## config.mk

```make
export PLATFORM = sky130hd
export DESIGN_NAME = line_substring_filter_unit
export DESIGN_NICKNAME = d
export VERILOG_FILES = /design/src/design/lsf_pkg.sv /design/src/design/lsf_cfg_regs.sv /design/src/design/lsf_in_stage.sv /design/src/design/lsf_line_core.sv /design/src/design/line_substring_filter_unit.sv
export SDC_FILE = /design/constraint.sdc
export NUM_CORES = 1
export LEC_CHECK = 0
export ABC_AREA = 1
export BUFFER_PORTS_ARGS = -buffer_cell sky130_fd_sc_hd__buf_2
export CAP_MARGIN = 20
export CORE_MARGIN = 5
export CORE_UTILIZATION = 45
export CTS_CLUSTER_DIAMETER = 120
export DETAILED_ROUTE_END_ITERATION = 8
export PLACE_DENSITY_LB_ADDON = 0.12
export SYNTH_ARGS = -nofsm -noshare
export SYNTH_HDL_FRONTEND = slang
export SYNTH_SLANG_ARGS = --single-unit
```

## constraint.sdc

```tcl
create_clock -name i_clk -period 3.67 [get_ports i_clk]
set_input_delay 0.5505 -clock i_clk [delete_from_list [all_inputs] [get_ports i_clk]]
set_output_delay 0.5505 -clock i_clk [all_outputs]
set_load 0.1 [all_outputs]
```

## src/design/lsf_pkg.sv

```systemverilog
// ----------------------------------------------------------------------------
// Line substring filter package
// Shared constants, codes and payload types for the line substring filter.
// ----------------------------------------------------------------------------
package lsf_pkg;

    localparam int LINE_CAPACITY = 256;
    localparam int PATTERN_MAX   = 8;

    localparam int WIN_DEPTH   = 8;
    localparam int PATTERN_W   = 64;
    localparam int PLEN_W      = 4;
    localparam int DATA_W      = 64;
    localparam int CFG_IDX_W   = 1;
    localparam int COUNT_W     = $clog2(LINE_CAPACITY);
    localparam int ACT_LEN_W   = $clog2(PATTERN_MAX + 1);
    localparam int CMP_W       = (COUNT_W > ACT_LEN_W) ? COUNT_W : ACT_LEN_W;

    localparam logic [7:0] NEWLINE_CHAR = 8'd10;

    localparam logic [CFG_IDX_W-1:0] REG_PATTERN_BYTES  = 1'd0;
    localparam logic [CFG_IDX_W-1:0] REG_PATTERN_LENGTH = 1'd1;

    localparam logic KIND_DATA = 1'b0;
    localparam logic KIND_END  = 1'b1;

    localparam logic [1:0] EXIT_MATCH    = 2'd0;
    localparam logic [1:0] EXIT_NO_MATCH = 2'd1;
    localparam logic [1:0] EXIT_OVERFLOW = 2'd2;

    typedef struct packed {
        logic       kind;
        logic [7:0] byte_value;
    } t_in_item;

    typedef struct packed {
        logic       line_valid;
        logic       line_matched;
        logic [7:0] line_length;
        logic       line_truncated;
        logic       stream_done;
        logic       any_match;
        logic       any_overflow;
        logic [1:0] exit_status;
    } t_out_item;

    typedef struct packed {
        logic [PATTERN_W-1:0] pattern;
        logic [ACT_LEN_W-1:0] act_len;
    } t_cfg;

endpackage

```

## src/design/lsf_cfg_regs.sv

```systemverilog
// ----------------------------------------------------------------------------
// Line substring filter configuration registers
// Holds the pattern and its length and presents the clamped active length.
// ----------------------------------------------------------------------------
module lsf_cfg_regs (
    input  logic                          i_clk,
    input  logic                          i_rst_n,
    input  logic                          i_cfg_we,
    input  logic [lsf_pkg::CFG_IDX_W-1:0] i_cfg_index,
    input  logic [lsf_pkg::DATA_W-1:0]    i_cfg_data,
    output lsf_pkg::t_cfg                 o_cfg
);
    import lsf_pkg::*;

    logic [PATTERN_W-1:0] r_pattern;
    logic [PLEN_W-1:0]    r_plen;

    always_ff @(posedge i_clk) begin
        if (!i_rst_n) begin
            r_pattern <= '0;
            r_plen    <= '0;
        end else if (i_cfg_we) begin
            unique case (i_cfg_index)
                REG_PATTERN_BYTES: begin
                    r_pattern <= i_cfg_data[PATTERN_W-1:0];
                end
                REG_PATTERN_LENGTH: begin
                    r_plen <= i_cfg_data[PLEN_W-1:0];
                end
                default: begin
                end
            endcase
        end
    end

    always_comb begin
        o_cfg.pattern = r_pattern;
        if (r_plen > PLEN_W'(PATTERN_MAX)) begin
            o_cfg.act_len = ACT_LEN_W'(PATTERN_MAX);
        end else begin
            o_cfg.act_len = r_plen[ACT_LEN_W-1:0];
        end
    end

endmodule

```

## src/design/lsf_in_stage.sv

```systemverilog
// ----------------------------------------------------------------------------
// Line substring filter input stage
// Registers one incoming transaction and stalls only while it is held.
// ----------------------------------------------------------------------------
module lsf_in_stage (
    input  logic              i_clk,
    input  logic              i_rst_n,
    input  logic              i_valid,
    output logic              o_stall,
    input  lsf_pkg::t_in_item i_item,
    output logic              o_valid,
    input  logic              i_take,
    output lsf_pkg::t_in_item o_item
);
    import lsf_pkg::*;

    logic     r_valid;
    t_in_item r_item;

    assign o_stall = r_valid && !i_take;
    assign o_valid = r_valid;
    assign o_item  = r_item;

    always_ff @(posedge i_clk) begin
        if (!i_rst_n) begin
            r_valid <= 1'b0;
        end else if (i_valid && !o_stall) begin
            r_valid <= 1'b1;
        end else if (i_take) begin
            r_valid <= 1'b0;
        end
    end

    always_ff @(posedge i_clk) begin
        if (i_valid && !o_stall) begin
            r_item <= i_item;
        end
    end

endmodule

```

## src/design/lsf_line_core.sv

```systemverilog
// ----------------------------------------------------------------------------
// Line substring filter line core
// Window compare, line state, sticky flags and the result register.
// ----------------------------------------------------------------------------
module lsf_line_core (
    input  logic               i_clk,
    input  logic               i_rst_n,
    input  lsf_pkg::t_cfg      i_cfg,
    input  logic               i_valid,
    input  lsf_pkg::t_in_item  i_item,
    output logic               o_take,
    output logic               o_out_valid,
    input  logic               i_out_stall,
    output lsf_pkg::t_out_item o_out_item
);
    import lsf_pkg::*;

    logic [WIN_DEPTH-1:0][7:0] r_win;
    logic [COUNT_W-1:0]        r_count;
    logic                      r_found;
    logic                      r_match_seen;
    logic                      r_ovf_seen;
    logic                      r_out_valid;
    t_out_item                 r_out;

    logic [WIN_DEPTH-1:0][7:0] n_win;
    logic [COUNT_W-1:0]        n_count;
    logic                      n_found;
    logic                      n_match_seen;
    logic                      n_ovf_seen;
    t_out_item                 n_out;
    logic                      emit;
    logic                      hit;
    logic                      room;
    logic [PATTERN_MAX:0]      len_hits;
    logic                      win_hit;
    logic [COUNT_W+7:0]        count_ext;

    assign o_take      = i_valid && (!r_out_valid || !i_out_stall);
    assign o_out_valid = r_out_valid;
    assign o_out_item  = r_out;

    assign room      = r_count < COUNT_W'(LINE_CAPACITY - 1);
    assign hit       = r_found || (i_cfg.act_len == '0);
    assign count_ext = {8'd0, r_count};

    always_comb begin
        n_win = {r_win[WIN_DEPTH-2:0], i_item.byte_value};
        len_hits[0] = 1'b1;
        for (int l = 1; l <= PATTERN_MAX; l++) begin
            len_hits[l] = 1'b1;
            for (int j = 0; j < l; j++) begin
                if (n_win[l-1-j] != i_cfg.pattern[8*j +: 8]) begin
                    len_hits[l] = 1'b0;
                end
            end
        end
        win_hit = len_hits[i_cfg.act_len]
               && (CMP_W'(r_count + 1'b1) >= CMP_W'(i_cfg.act_len));
    end

    always_comb begin
        n_count      = r_count;
        n_found      = r_found;
        n_match_seen = r_match_seen;
        n_ovf_seen   = r_ovf_seen;
        emit         = 1'b1;
        n_out        = '0;
        if (i_item.kind == KIND_END) begin
            if (r_count != '0) begin
                n_out.line_valid   = 1'b1;
                n_out.line_matched = hit;
                n_out.line_length  = count_ext[7:0];
                n_match_seen       = r_match_seen || hit;
            end
            n_count = '0;
            n_found = 1'b0;
            n_out.stream_done = 1'b1;
        end else if (i_item.byte_value == NEWLINE_CHAR || !room) begin
            n_out.line_valid     = 1'b1;
            n_out.line_matched   = hit;
            n_out.line_length    = count_ext[7:0];
            n_out.line_truncated = !(i_item.byte_value == NEWLINE_CHAR);
            n_match_seen         = r_match_seen || hit;
            n_ovf_seen           = r_ovf_seen || !(i_item.byte_value == NEWLINE_CHAR);
            n_count              = '0;
            n_found              = 1'b0;
        end else begin
            emit    = 1'b0;
            n_count = r_count + 1'b1;
            n_found = r_found || win_hit;
        end
        n_out.any_match    = n_match_seen;
        n_out.any_overflow = n_ovf_seen;
        if (n_out.stream_done) begin
            if (n_ovf_seen) begin
                n_out.exit_status = EXIT_OVERFLOW;
            end else if (n_match_seen) begin
                n_out.exit_status = EXIT_MATCH;
            end else begin
                n_out.exit_status = EXIT_NO_MATCH;
            end
        end
    end

    always_ff @(posedge i_clk) begin
        if (!i_rst_n) begin
            r_win        <= '0;
            r_count      <= '0;
            r_found      <= 1'b0;
            r_match_seen <= 1'b0;
            r_ovf_seen   <= 1'b0;
        end else if (o_take) begin
            if (i_item.kind == KIND_DATA && i_item.byte_value != NEWLINE_CHAR && room) begin
                r_win <= n_win;
            end
            r_count      <= n_count;
            r_found      <= n_found;
            r_match_seen <= n_match_seen;
            r_ovf_seen   <= n_ovf_seen;
        end
    end

    always_ff @(posedge i_clk) begin
        if (!i_rst_n) begin
            r_out_valid <= 1'b0;
        end else if (o_take && emit) begin
            r_out_valid <= 1'b1;
        end else if (!i_out_stall) begin
            r_out_valid <= 1'b0;
        end
    end

    always_ff @(posedge i_clk) begin
        if (o_take && emit) begin
            r_out <= n_out;
        end
    end

`ifndef NO_ASSERTIONS
    a_count_bound: assert property (@(posedge i_clk) disable iff (!i_rst_n)
        r_count <= COUNT_W'(LINE_CAPACITY - 1))
        else $error("stored count beyond line capacity");

    a_end_clears: assert property (@(posedge i_clk) disable iff (!i_rst_n)
        (o_take && i_item.kind == KIND_END) |=> (r_count == '0 && !r_found))
        else $error("end of stream did not clear the line state");

    a_no_line_fields: assert property (@(posedge i_clk) disable iff (!i_rst_n)
        (r_out_valid && !r_out.line_valid) |->
        (!r_out.line_matched && r_out.line_length == '0 && !r_out.line_truncated))
        else $error("line fields set without a line");

    a_trunc_sticky: assert property (@(posedge i_clk) disable iff (!i_rst_n)
        (r_out_valid && r_out.line_truncated) |-> (r_ovf_seen && r_out.any_overflow))
        else $error("truncated line without overflow flag");
`endif

endmodule

```

## src/design/line_substring_filter_unit.sv

```systemverilog
// Output path: a result passes through the input register and then the result register,
// and is held in the result register while the output stalls.
// Throughput: one input transaction per cycle while the output is not stalled; the window
// compare and line update fit in the single stage between the input register and the result register.
// Reset: synchronous and active low; it clears the window, line count, sticky flags,
// pattern registers and both valid registers. No clearing pass is needed.
// ----------------------------------------------------------------------------
// Line substring filter unit
// Splits a byte stream into lines and reports whether each line contains a
// configured fixed pattern of up to eight bytes, with end-of-stream status.
// ----------------------------------------------------------------------------
module line_substring_filter_unit (
    input  logic                          i_clk,
    input  logic                          i_rst_n,
    input  logic                          i_cfg_we,
    input  logic [lsf_pkg::CFG_IDX_W-1:0] i_cfg_index,
    input  logic [lsf_pkg::DATA_W-1:0]    i_cfg_data,
    input  logic                          i_in_valid,
    output logic                          o_in_stall,
    input  lsf_pkg::t_in_item             i_in_item,
    output logic                          o_out_valid,
    input  logic                          i_out_stall,
    output lsf_pkg::t_out_item            o_out_item
);
    import lsf_pkg::*;

    t_cfg     cfg;
    logic     stg_valid;
    logic     stg_take;
    t_in_item stg_item;

    lsf_cfg_regs u_cfg (
        .i_clk       (i_clk),
        .i_rst_n     (i_rst_n),
        .i_cfg_we    (i_cfg_we),
        .i_cfg_index (i_cfg_index),
        .i_cfg_data  (i_cfg_data),
        .o_cfg       (cfg)
    );

    lsf_in_stage u_in (
        .i_clk   (i_clk),
        .i_rst_n (i_rst_n),
        .i_valid (i_in_valid),
        .o_stall (o_in_stall),
        .i_item  (i_in_item),
        .o_valid (stg_valid),
        .i_take  (stg_take),
        .o_item  (stg_item)
    );

    lsf_line_core u_core (
        .i_clk       (i_clk),
        .i_rst_n     (i_rst_n),
        .i_cfg       (cfg),
        .i_valid     (stg_valid),
        .i_item      (stg_item),
        .o_take      (stg_take),
        .o_out_valid (o_out_valid),
        .i_out_stall (i_out_stall),
        .o_out_item  (o_out_item)
    );

endmodule
```

==> results of run 1 <==
cells by family (layout without fill, tap and decap cells):
family	Yosys count	count (layout)
xor gates and xnor gates	68	68
adders and majority gates	6	6
AOI/OAI and AO/OA	274	274
and+or+nand+nor	984	984
DFF	162	162
buffers and inverters	261	300
routing by layer:
metal  vias to the layer above  track usage, %
li1                       5510               -
met1                      5041            43.5
met2                       529            42.3
met3                        92            7.08
met4                         0            12.4
met5                         -               0
Yosys cell counts:
| master | instances |
|---|---|
| edfxtp_1 | 25 |
| or2_1 | 1 |
| nand2_4 | 1 |
| nand2_2 | 4 |
| nor4_2 | 1 |
| nor3_2 | 1 |
| o22ai_1 | 1 |
| nand3_2 | 1 |
| inv_6 | 1 |
| nor2_1 | 169 |
| o21ai_0 | 79 |
| nand4_1 | 26 |
| inv_1 | 110 |
| inv_2 | 55 |
| nor3_1 | 4 |
| or2_2 | 1 |
| xnor2_1 | 27 |
| o21ai_1 | 50 |
| xor2_1 | 41 |
| a21oi_2 | 19 |
| dfxtp_1 | 137 |
| nor2_2 | 3 |
| nor4_4 | 1 |
| a21boi_4 | 1 |
| ha_1 | 6 |
| buf_6 | 8 |
| buf_1 | 1 |
| inv_4 | 1 |
| a21oi_1 | 123 |
| a211oi_1 | 1 |
| buf_4 | 13 |
| nand2_1 | 752 |
| buf_2 | 44 |
| nand3_1 | 19 |
| clkbuf_1 | 28 |
sequential cells by signal, indices dropped and copies added (netlist names):
| name | flops |
|---|---|
| u_core.r_ovf_seen | 1 |
| u_core.r_found | 1 |
| u_core.n_win | 56 |
| u_core.o_out_item | 16 |
| u_cfg.r_pattern | 64 |
| u_core.o_out_valid | 1 |
| u_cfg.r_plen | 4 |
| u_in.o_valid | 1 |
| u_core.r_count | 8 |
| u_in.o_item | 9 |
| u_core.r_match_seen | 1 |
worst max path at each step:
stage                                   from               end  slack [ns]
after global routing          u_in.o_item[4]  u_core.n_win[51]        1.14
after detailed placement      u_in.o_item[0]  u_core.n_win[10]        1.31
after global placement        u_in.o_item[0]  u_core.n_win[14]        1.40
after floorplan           u_core.o_out_valid    u_in.o_item[0]        0.53
final                         u_in.o_item[0]  u_core.n_win[43]        1.26
after CTS                     u_in.o_item[0]  u_core.n_win[10]        1.29
area by class of cell:
cell class                 instances  area [sq um]  area share [%]
clock inverter                    15           168            1.44
tap                              319           399            3.42
inverter                         167           636            5.45
sequential                       162          3490            30.0
timing repair buffer             101           546            4.68
clock buffer                      17           425            3.65
multi-input combinational       1332          5990            51.4
per-stage QoR:
stage / hold slack (ns) / power, mW / utilization [%]
2_1_floorplan: 0.429 / 2.79 / -
3_5_place_dp: 0.467 / 3.15 / 47.3
4_1_cts: 0.266 / 4.95 / 49.8
5_1_grt: 0.261 / 5.19 / 49.8
3_3_place_gp: 0.454 / 3.14 / 47.3
6_report: 0.277 / 4.96 / 49.8
where the power goes:
group,internal [mW],total [mW],leakage (nW),switching [mW]
Sequential,1.90,2.10,1.37,0.206
Clock,0.915,1.82,0.280,0.903
Combinational,0.343,1.04,3.92,0.696
critical path, stage by stage (launching register included):
cell,delay (ns)
edfxtp_1,0.66
nor4_4,0.51
a21boi_4,0.14
nand3_4,0.29
buf_12,0.39
o21ai_1,0.13
a21oi_2,0.13
==> flow_summary.toml, run 1 <==
[cells_and_area]
area_growth_pct = 9.69
final_cell_mix = "nand2_1 (752), nor2_1 (169), dfxtp_1 (137)"
final_cells = 2113
diodes = 0
drive_above_1_share_pct = 12.5
nets = 1866
stdcell_area_sq_um = 11700
fillers = 2511
mostFrequentLayoutCell = "nand2_1"

[drt]
wl_per_cell_um = 18.8
dr.pass1.iters = 5
vias_per_cell = 5.29
drc = 0
drtIter0Drc = 1511
wl_met1_mm = 18.1
wirelength_mm = 39.8
dr_wl_met2_mm = 16.1
num_vias = 11200
highest_layer = "met4"
ant_nets = 0
wl_met3_mm = 3.89

[min_path]
holdPathStages = 1
whs_endpoint = "u_in.o_item[8]"
worstHoldPathType = "input port to flop"
min_from = "i_in_item[8]"

[clock_tree]
cts_resized = 0
post_cts_buffers = 0
clk_latency_ns = 0.45
cts_sinks = 162
cts_max_path_buffers = 2
clkSlewWorstSetupHoldPaths_ns = 0.08
cts_made_buffers = 17
cts_root_buf = "clkbuf_16"
postCtsHoldBufs = 0
cts_tree = "done"
h-tree-depth = 4

[power_and_ir_drop]
p_leak_nw = 5.57
power_density_nw_per_um2 = 426
ir_drop_v = 0.000303

[timing]
final-setup-viol-count = 0
fin_worst_skew_ns = 0.0135
max_slew.worst_pin.slew_ns = 0.692
setup_slack_ns = 1.26
fmax_mhz = 415
hold_viol_final = 0
grt_setup_unrepaired = "no"
slew_headroom_pct = 53.8
final.period_utilization_pct = 65.6
drv_slew = 0
final.min_clock_period_ns = 2.41
fin_setup_tns_ns = 0

[synth]
synth-simple-area-share_pct = 36.3
synth-xor-area-share_pct = 5.60
synthTopCellsByArea = "nand2_1 (27%), dfxtp_1 (26%), edfxtp_1 (7.1%), nor2_1 (6.0%), a21oi_1 (5.8%)"
yosys_warnings = 0
synth_compound_area_share_pct = 13.7
syn_nets = 1840
synth_top_family_by_area = "simple AND/OR/NAND/NOR gates"
synth_seq_area_share_pct = 32.9
synth.top_cell.area_share_pct = 26.6
synth_mux_area_share_pct = 0
avgSynthCellArea_sq_um = 6.06
synthAdderAreaFrac_pct = 0.706
synth_top_area_cell = "nand2_1"
syn_inst = 1755
ys_ff_latch = 162
syn_area_sq_um = 10600
synth_cell_types = 35

[die]
dieArea_sq_um = 26800
die_width_um = 164
start_util_pct = 45.4
coreArea_sq_um = 23400
ioPinCount = 97
core.rowCount = 56
die_y_um = 164

[critical_path]
r2r-end = "u_core.n_win[43]"
timing.rr.start = "u_in.o_item[0]"
worst_ep_required_time_ns = 4.04
path_class = "flop to flop"
worstSetupStartpointType = "flop"
arrival_ns = 2.78
crit_fanout = 86
r2r_slack_ns = 1.26
ff2ff_path_depth = 6
cp-end-kind = "flop"

[placement]
post-place-ws_ns = 1.31
port_buffers = 96
dpl_cell_area_sq_um = 11100
dp.cells = 2081
dp_hpwl_mm = 30.3
globalplace.congestion = 1.05

[global_routing]
grt_pass1_vias = 10400
globalRouteTotalUtil_pct = 29.9
gr-total-overflow = 0
grt_max_degree = 87
grt_pass1_wl_mm = 60.7
antenna_found_initial = 0

[job]
maxCapViolCount = 0

[outcome]
status = "finished clean"
Note: power is estimated with default switching activity, not from simulation.
==> run 2: changes to the inputs <==
--- a/config.mk
+++ b/config.mk
@@ -5,7 +5,7 @@
 export SDC_FILE = /design/constraint.sdc
 export NUM_CORES = 1
 export LEC_CHECK = 0
-export ABC_AREA = 1
+export ABC_AREA = 0
 export BUFFER_PORTS_ARGS = -buffer_cell sky130_fd_sc_hd__buf_2
 export CAP_MARGIN = 20
 export CORE_MARGIN = 5
==> constraint.sdc (replaced) <==
create_clock -name i_clk -period 2.25 [get_ports i_clk]
set_input_delay 0.3375 -clock i_clk [delete_from_list [all_inputs] [get_ports i_clk]]
set_output_delay 0.3375 -clock i_clk [all_outputs]
set_load 0.1 [all_outputs]
==> run 2 against run 1 <==
Wire length shrank 13%. Final cell count shrank 24%. First-iteration DRC count shrank 42%. Flip-flop and latch count is the same. Sequential share of layout area shrank 1.8 points. Synthesized cell count shrank 33%.
==> flow_summary.toml, run 2 <==
[timing]
grt_setup_unrepaired = "yes"
final.period_utilization_pct = 96.4
final-setup-viol-count = 0
max_slew.worst_pin.slew_ns = 0.495
drv_slew = 0
fin_setup_tns_ns = 0
slew_headroom_pct = 66.9
fmax_mhz = 461
hold_viol_final = 0
final.min_clock_period_ns = 2.17
fin_worst_skew_ns = 0.0149

[power_and_ir_drop]
p_total_mw = 7.30
pwr-share-clk_pct = 39.9
pwr-share-comb_pct = 17.2
p_leak_nw = 5.02
p_switching_mw = 2.14
ir_drop_v = 0.000399
swShare_pct = 29.3
power_density_nw_per_um2 = 588
p_int_mw = 5.16
p_seq_share_pct = 42.8

[synth]
synth-xor-area-share_pct = 26.1
syn_inst = 1173
synth_cell_types = 39
synthAdderAreaFrac_pct = 0.767
synth_mux_area_share_pct = 0
yosys_warnings = 0
synthTopCellsByArea = "dfxtp_1 (28%), xnor2_1 (16%), xor2_1 (10%), nand2_1 (10%), a21boi_0 (9.7%)"
synth_most_common_cell = "nand2_1"
syn_nets = 1258
ys_ff_latch = 162
synth_seq_area_share_pct = 35.7
synth_compound_area_share_pct = 11.5
avgSynthCellArea_sq_um = 8.34
synth_top_area_cell = "dfxtp_1"
synth.top_cell.area_share_pct = 28.0
synth_top_family_by_area = "XOR/XNOR gates"
synth_top_flop_cell = "dfxtp_1"
syn_area_sq_um = 9780
synthArstFlopShare_pct = 0
synth-simple-area-share_pct = 20.1
synth-edff-count = 25
synthTopCellsByCount = "nand2_1 (263), xnor2_1 (175), dfxtp_1 (137)"

[global_routing]
gr-total-overflow = 0
grt_pass1_wl_mm = 50.3
grt_pass1_vias = 8128
gr-usage-met2_pct = 41.2
busiest_layer = "met2"
globalRouteTotalUtil_pct = 27.3
grt_max_degree = 65
met1_usage_pct = 38.8
antenna_found_initial = 0
use_met3_pct = 4.62

[drt]
wirelength_mm = 34.5
num_vias = 8722
vias_per_cell = 5.41
wl_per_cell_um = 21.4
drtIter0Drc = 869
drc = 0
ant_nets = 0
dr.pass1.iters = 5

[cells_and_area]
diodes = 0
fillers = 2013
drive_above_1_share_pct = 24.6
nets = 1404
final_cell_mix = "nand2_1 (263), xnor2_1 (170), buf_4 (133)"
fin_util_pct = 57.4
largest_reg_flops = 64
mostFrequentLayoutCell = "nand2_1"
area_growth_pct = 26.9
top_register = "u_cfg.r_pattern"

[die]
die_width_um = 157
ioPinCount = 97
coreArea_sq_um = 21600
dieArea_sq_um = 24800
core.rowCount = 54
start_util_pct = 45.2
die_y_um = 157

[clock_tree]
h-tree-depth = 4
cts_made_buffers = 17
clk_latency_ns = 0.45
cts_max_path_buffers = 2
postCtsHoldBufs = 0
cts_root_buf = "clkbuf_16"
clkSlewWorstSetupHoldPaths_ns = 0.07
cts_tree = "done"
cts_sinks = 162

[placement]
globalplace.congestion = 1.00
port_buffers = 96
dp_hpwl_mm = 25.8

[critical_path]
cp-end-kind = "flop"
crit_fanout = 9
worstSetupStartpointType = "flop"
path_class = "flop to flop"
r2r-end = "u_core.r_found"
ff2ff_path_depth = 8
arrival_ns = 2.53
worst_ep_required_time_ns = 2.61
timing.rr.start = "u_in.o_item[0]"
r2r_slack_ns = 0.08

[job]
maxCapViolCount = 0

[min_path]
min_from = "i_in_item[8]"
whs_endpoint = "u_in.o_item[8]"
worstHoldPathType = "input port to flop"
holdPathStages = 1

[outcome]
status = "finished clean"
## run 2: cells by family after synthesis
logic type                 count (synthesis)
buffers and inverters                    138
DFF                                      162
adders and majority gates                  6
and+or+nand+nor                          422
xor gates and xnor gates                 291
AOI/OAI and AO/OA                        154
## run 2: routing by layer
layer	part of all wire, %	vias up
met2	44	427
met3	9.1	85
met1	44	4077
li1	-	4133
met4	3.8	0
met5	0	-
## run 2: per-stage QoR
stage / hold slack [ns] / setup slack, ns / instance area [sq um] / instances
4_1_cts: 0.0611 / 0.0147 / 12200 / 1606
3_3_place_gp: 0.461 / -0.0393 / 11600 / 1574
2_1_floorplan: 0.436 / 0.0339 / 9780 / 1173
3_5_place_dp: 0.466 / -0.0437 / 11600 / 1574
6_report: 0.0721 / 0.0809 / 12400 / 1612
5_1_grt: 0.0615 / -0.0597 / 12400 / 1612
## run 2: area by class of cell
class	instances	area (sq um)	share of cell area [%]
clock buffer	18	429	3.46
clock inverter	14	143	1.15
inverter	5	18.8	0.151
multi-input combinational	873	5890	47.4
sequential	162	3500	28.2
tap	280	350	2.82
timing repair buffer	260	2080	16.8
## run 2: worst max-delay path by stage
stage / from / end / slack, ns
6_report: u_in.o_item[0] / u_core.r_found / 0.08
4_1_cts: u_cfg.r_pattern[6] / u_core.r_found / 0.01
5_1_grt: u_in.o_item[6] / u_core.r_found / -0.06
3_3_place_gp: u_cfg.r_pattern[6] / u_core.r_found / -0.04
2_1_floorplan: u_core.o_out_valid / u_in.o_item[0] / 0.03
3_5_place_dp: u_in.o_item[0] / u_core.r_found / -0.04
## run 2: power by group through the flow
stage                     registers (mW)  clock network, mW  logic (mW)
after CTS                           3.12               2.96        1.19
final                               3.13               2.92        1.26
after global routing                3.13               3.09        1.34
after global placement              3.19                  0        1.18
after floorplan                     3.16                  0       0.687
after detailed placement            3.19                  0        1.18
## run 2: repair_timing
action	CTS	global route
setup buffers	0	6
endpoints found under the setup margin	1	51
gates cloned	0	1
pin swaps	0	16
resized for setup	3	32
## run 2: critical path: stages (launching register included)
cell and delay [ns]:
edfxtp_1 0.45, buf_12 0.19, xnor2_1 0.31, nand4_1 0.16, nor4_2 0.28, nand4_1 0.26, nand2_1 0.15, a41oi_2 0.12
a211oi_2 0.16
==> run 3: changes to the inputs <==
--- a/config.mk
+++ b/config.mk
@@ -12,6 +12,7 @@
 export CORE_UTILIZATION = 45
 export CTS_CLUSTER_DIAMETER = 120
 export DETAILED_ROUTE_END_ITERATION = 8
+export GPL_TIMING_DRIVEN = 0
 export PLACE_DENSITY_LB_ADDON = 0.12
 export SYNTH_ARGS = -nofsm -noshare
 export SYNTH_HDL_FRONTEND = slang
==> run 3 against run 2 <==
Die area unchanged. Critical path depth fell by 2. Final cell count down 5.6%.
==> flow_summary.toml, run 3 (same netlist as run 2, synthesis figures left out) <==
[outcome]
status = "finished clean"

[cells_and_area]
nets = 1313
fin_util_pct = 52.5
diodes = 0
drive_above_1_share_pct = 20.4
area_growth_pct = 16.0
top_register = "u_cfg.r_pattern"
fillers = 2140
seq_area_sq_um = 3590
final_cell_mix = "nand2_1 (261), xnor2_1 (171), a21boi_0 (124)"
largest_reg_flops = 64
mostFrequentLayoutCell = "nand2_1"
multi_input_area_sq_um = 5860

[critical_path]
path_delay_family = "simple AND/OR/NAND/NOR gates"
ff2ff_path_depth = 6
worst_ep_required_time_ns = 2.60
worstSetupStartpointType = "flop"
cp_common_cell = "nor4_1"
critical-path-max-stage-delay_ns = 0.68
path_class = "flop to flop"
r2r-end = "u_core.r_found"
crit_slowest_cell = "dfxtp_1"
cp-end-kind = "flop"
r2r_slack_ns = 0.02
arrival_ns = 2.58
timing.rr.start = "u_core.n_win[17]"
crit_fanout = 8
path_buf_inv = 0
crit_chain = "xor2_1 > nor4_1 > nand4_1 > nor4_1 > o21ai_0 > a211oi_1"

[clock_tree]
cts_root_buf = "clkbuf_16"
clkSlewWorstSetupHoldPaths_ns = 0.08
cts_max_path_buffers = 2
cts_made_buffers = 17
postCtsHoldBufs = 0
cts_sinks = 162
h-tree-depth = 4
cts_tree = "done"
clk_latency_ns = 0.45

[min_path]
min_from = "i_in_item[5]"
worstHoldPathType = "input port to flop"
holdPathStages = 1
whs_endpoint = "u_in.o_item[5]"

[drt]
dr.pass1.iters = 5
num_vias = 8279
drtIter0Drc = 757
vias_per_cell = 5.44
ant_nets = 0
drc = 0
wirelength_mm = 34.3
wl_per_cell_um = 22.6

[power_and_ir_drop]
power_density_nw_per_um2 = 632
ir_drop_v = 0.000489
p_leak_nw = 4.32
p_total_mw = 7.18

[die]
die_width_um = 157
dieArea_sq_um = 24800
start_util_pct = 45.2
ioPinCount = 97
coreArea_sq_um = 21600
die_y_um = 157
core.rowCount = 54

[placement]
post-place-ws_ns = -0.502
dp_hpwl_mm = 24.7
port_buffers = 95
globalplace.congestion = 1.02

[timing]
slew_headroom_pct = 42.3
max_slew.worst_pin.slew_ns = 0.866
fmax_mhz = 448
final-setup-viol-count = 0
final.period_utilization_pct = 99.2
setup_slack_ns = 0.0185
drv_slew = 0
final.min_clock_period_ns = 2.23
grt_setup_unrepaired = "yes"
fin_worst_skew_ns = 0.0163
fin_setup_tns_ns = 0
hold_viol_final = 0

[job]
maxCapViolCount = 0

[global_routing]
gr-usage-met2_pct = 40.4
globalRouteTotalUtil_pct = 27.7
antenna_found_initial = 0
gr-total-overflow = 0
grt_max_degree = 19
grt_pass1_wl_mm = 50.3
met1_usage_pct = 39.1
grt_pass1_vias = 7858
busiest_layer = "met2"
use_met3_pct = 5.06
[run 3: changes by cell type in the layout (fill, tap and decap cells not counted), moves of 4 or more]
cell | previous run | this run
buf_4 | 133 | 13
dfxtp_1 | 132 | 82
dfxtp_2 | 5 | 45
clkbuf_1 | 1 | 29
buf_12 | 27 | 1
buf_2 | 95 | 105
dfxtp_4 | 0 | 10
clkbuf_2 | 0 | 6
buf_1 | 0 | 4
[run 3: through the flow]
step           hold WS, ns  cells  cell area, sq um
2_1_floorplan        0.436   1173              9780
6_report            0.0588   1521             11400
3_5_place_dp         0.474   1548             10600
4_1_cts             0.0448   1526             11200
3_3_place_gp         0.464   1548             10600
5_1_grt             0.0444   1521             11400
[run 3: worst max path at each step]
stage,from,end,slack [ns],cells after the start
2_1_floorplan,u_core.o_out_valid,u_in.o_item[0],0.03,2
3_3_place_gp,u_cfg.r_pattern[1],u_core.r_found,-0.53,8
3_5_place_dp,u_cfg.r_pattern[10],u_core.r_found,-0.50,8
4_1_cts,u_core.n_win[30],u_core.r_found,0.001,8
5_1_grt,u_cfg.r_pattern[33],u_core.r_found,-0.04,7
6_report,u_core.n_win[17],u_core.r_found,0.02,6
[run 3: timing repair]
| item | CTS | global route |
|---|---|---|
| gates resized for setup | 64 | 64 |
| pin swaps | 2 | 5 |
| cloned | 0 | 1 |
| buffers inserted | 2 | 6 |
| endpoints found under the setup margin | 73 | 69 |
[run 3: layout make-up]
class | count | area share (%)
multi-input cells | 873 | 51.7
well taps | 280 | 3.09
clock inverters | 14 | 1.38
repair buffers | 104 | 4.87
plain buffers | 65 | 3.17
clock buffers | 18 | 3.97
inverters | 5 | 0.265
flip-flops and latches | 162 | 31.6
[run 3: report_power, final]
group | total [mW] | internal, mW | switching [mW]
Sequential | 3.24 | 3.02 | 0.219
Clock | 2.98 | 1.56 | 1.43
Combinational | 0.962 | 0.431 | 0.531
Total | 7.18 | 5.00 | 2.17
[run 3: metal layers]
layer | wire (um) | vias to the layer above | part of all wire (%)
met5 | 0 | - | 0
met4 | 1640 | 0 | 4.8
met3 | 3060 | 103 | 8.9
met2 | 14500 | 373 | 42
met1 | 15100 | 3849 | 44
li1 | - | 3954 | -
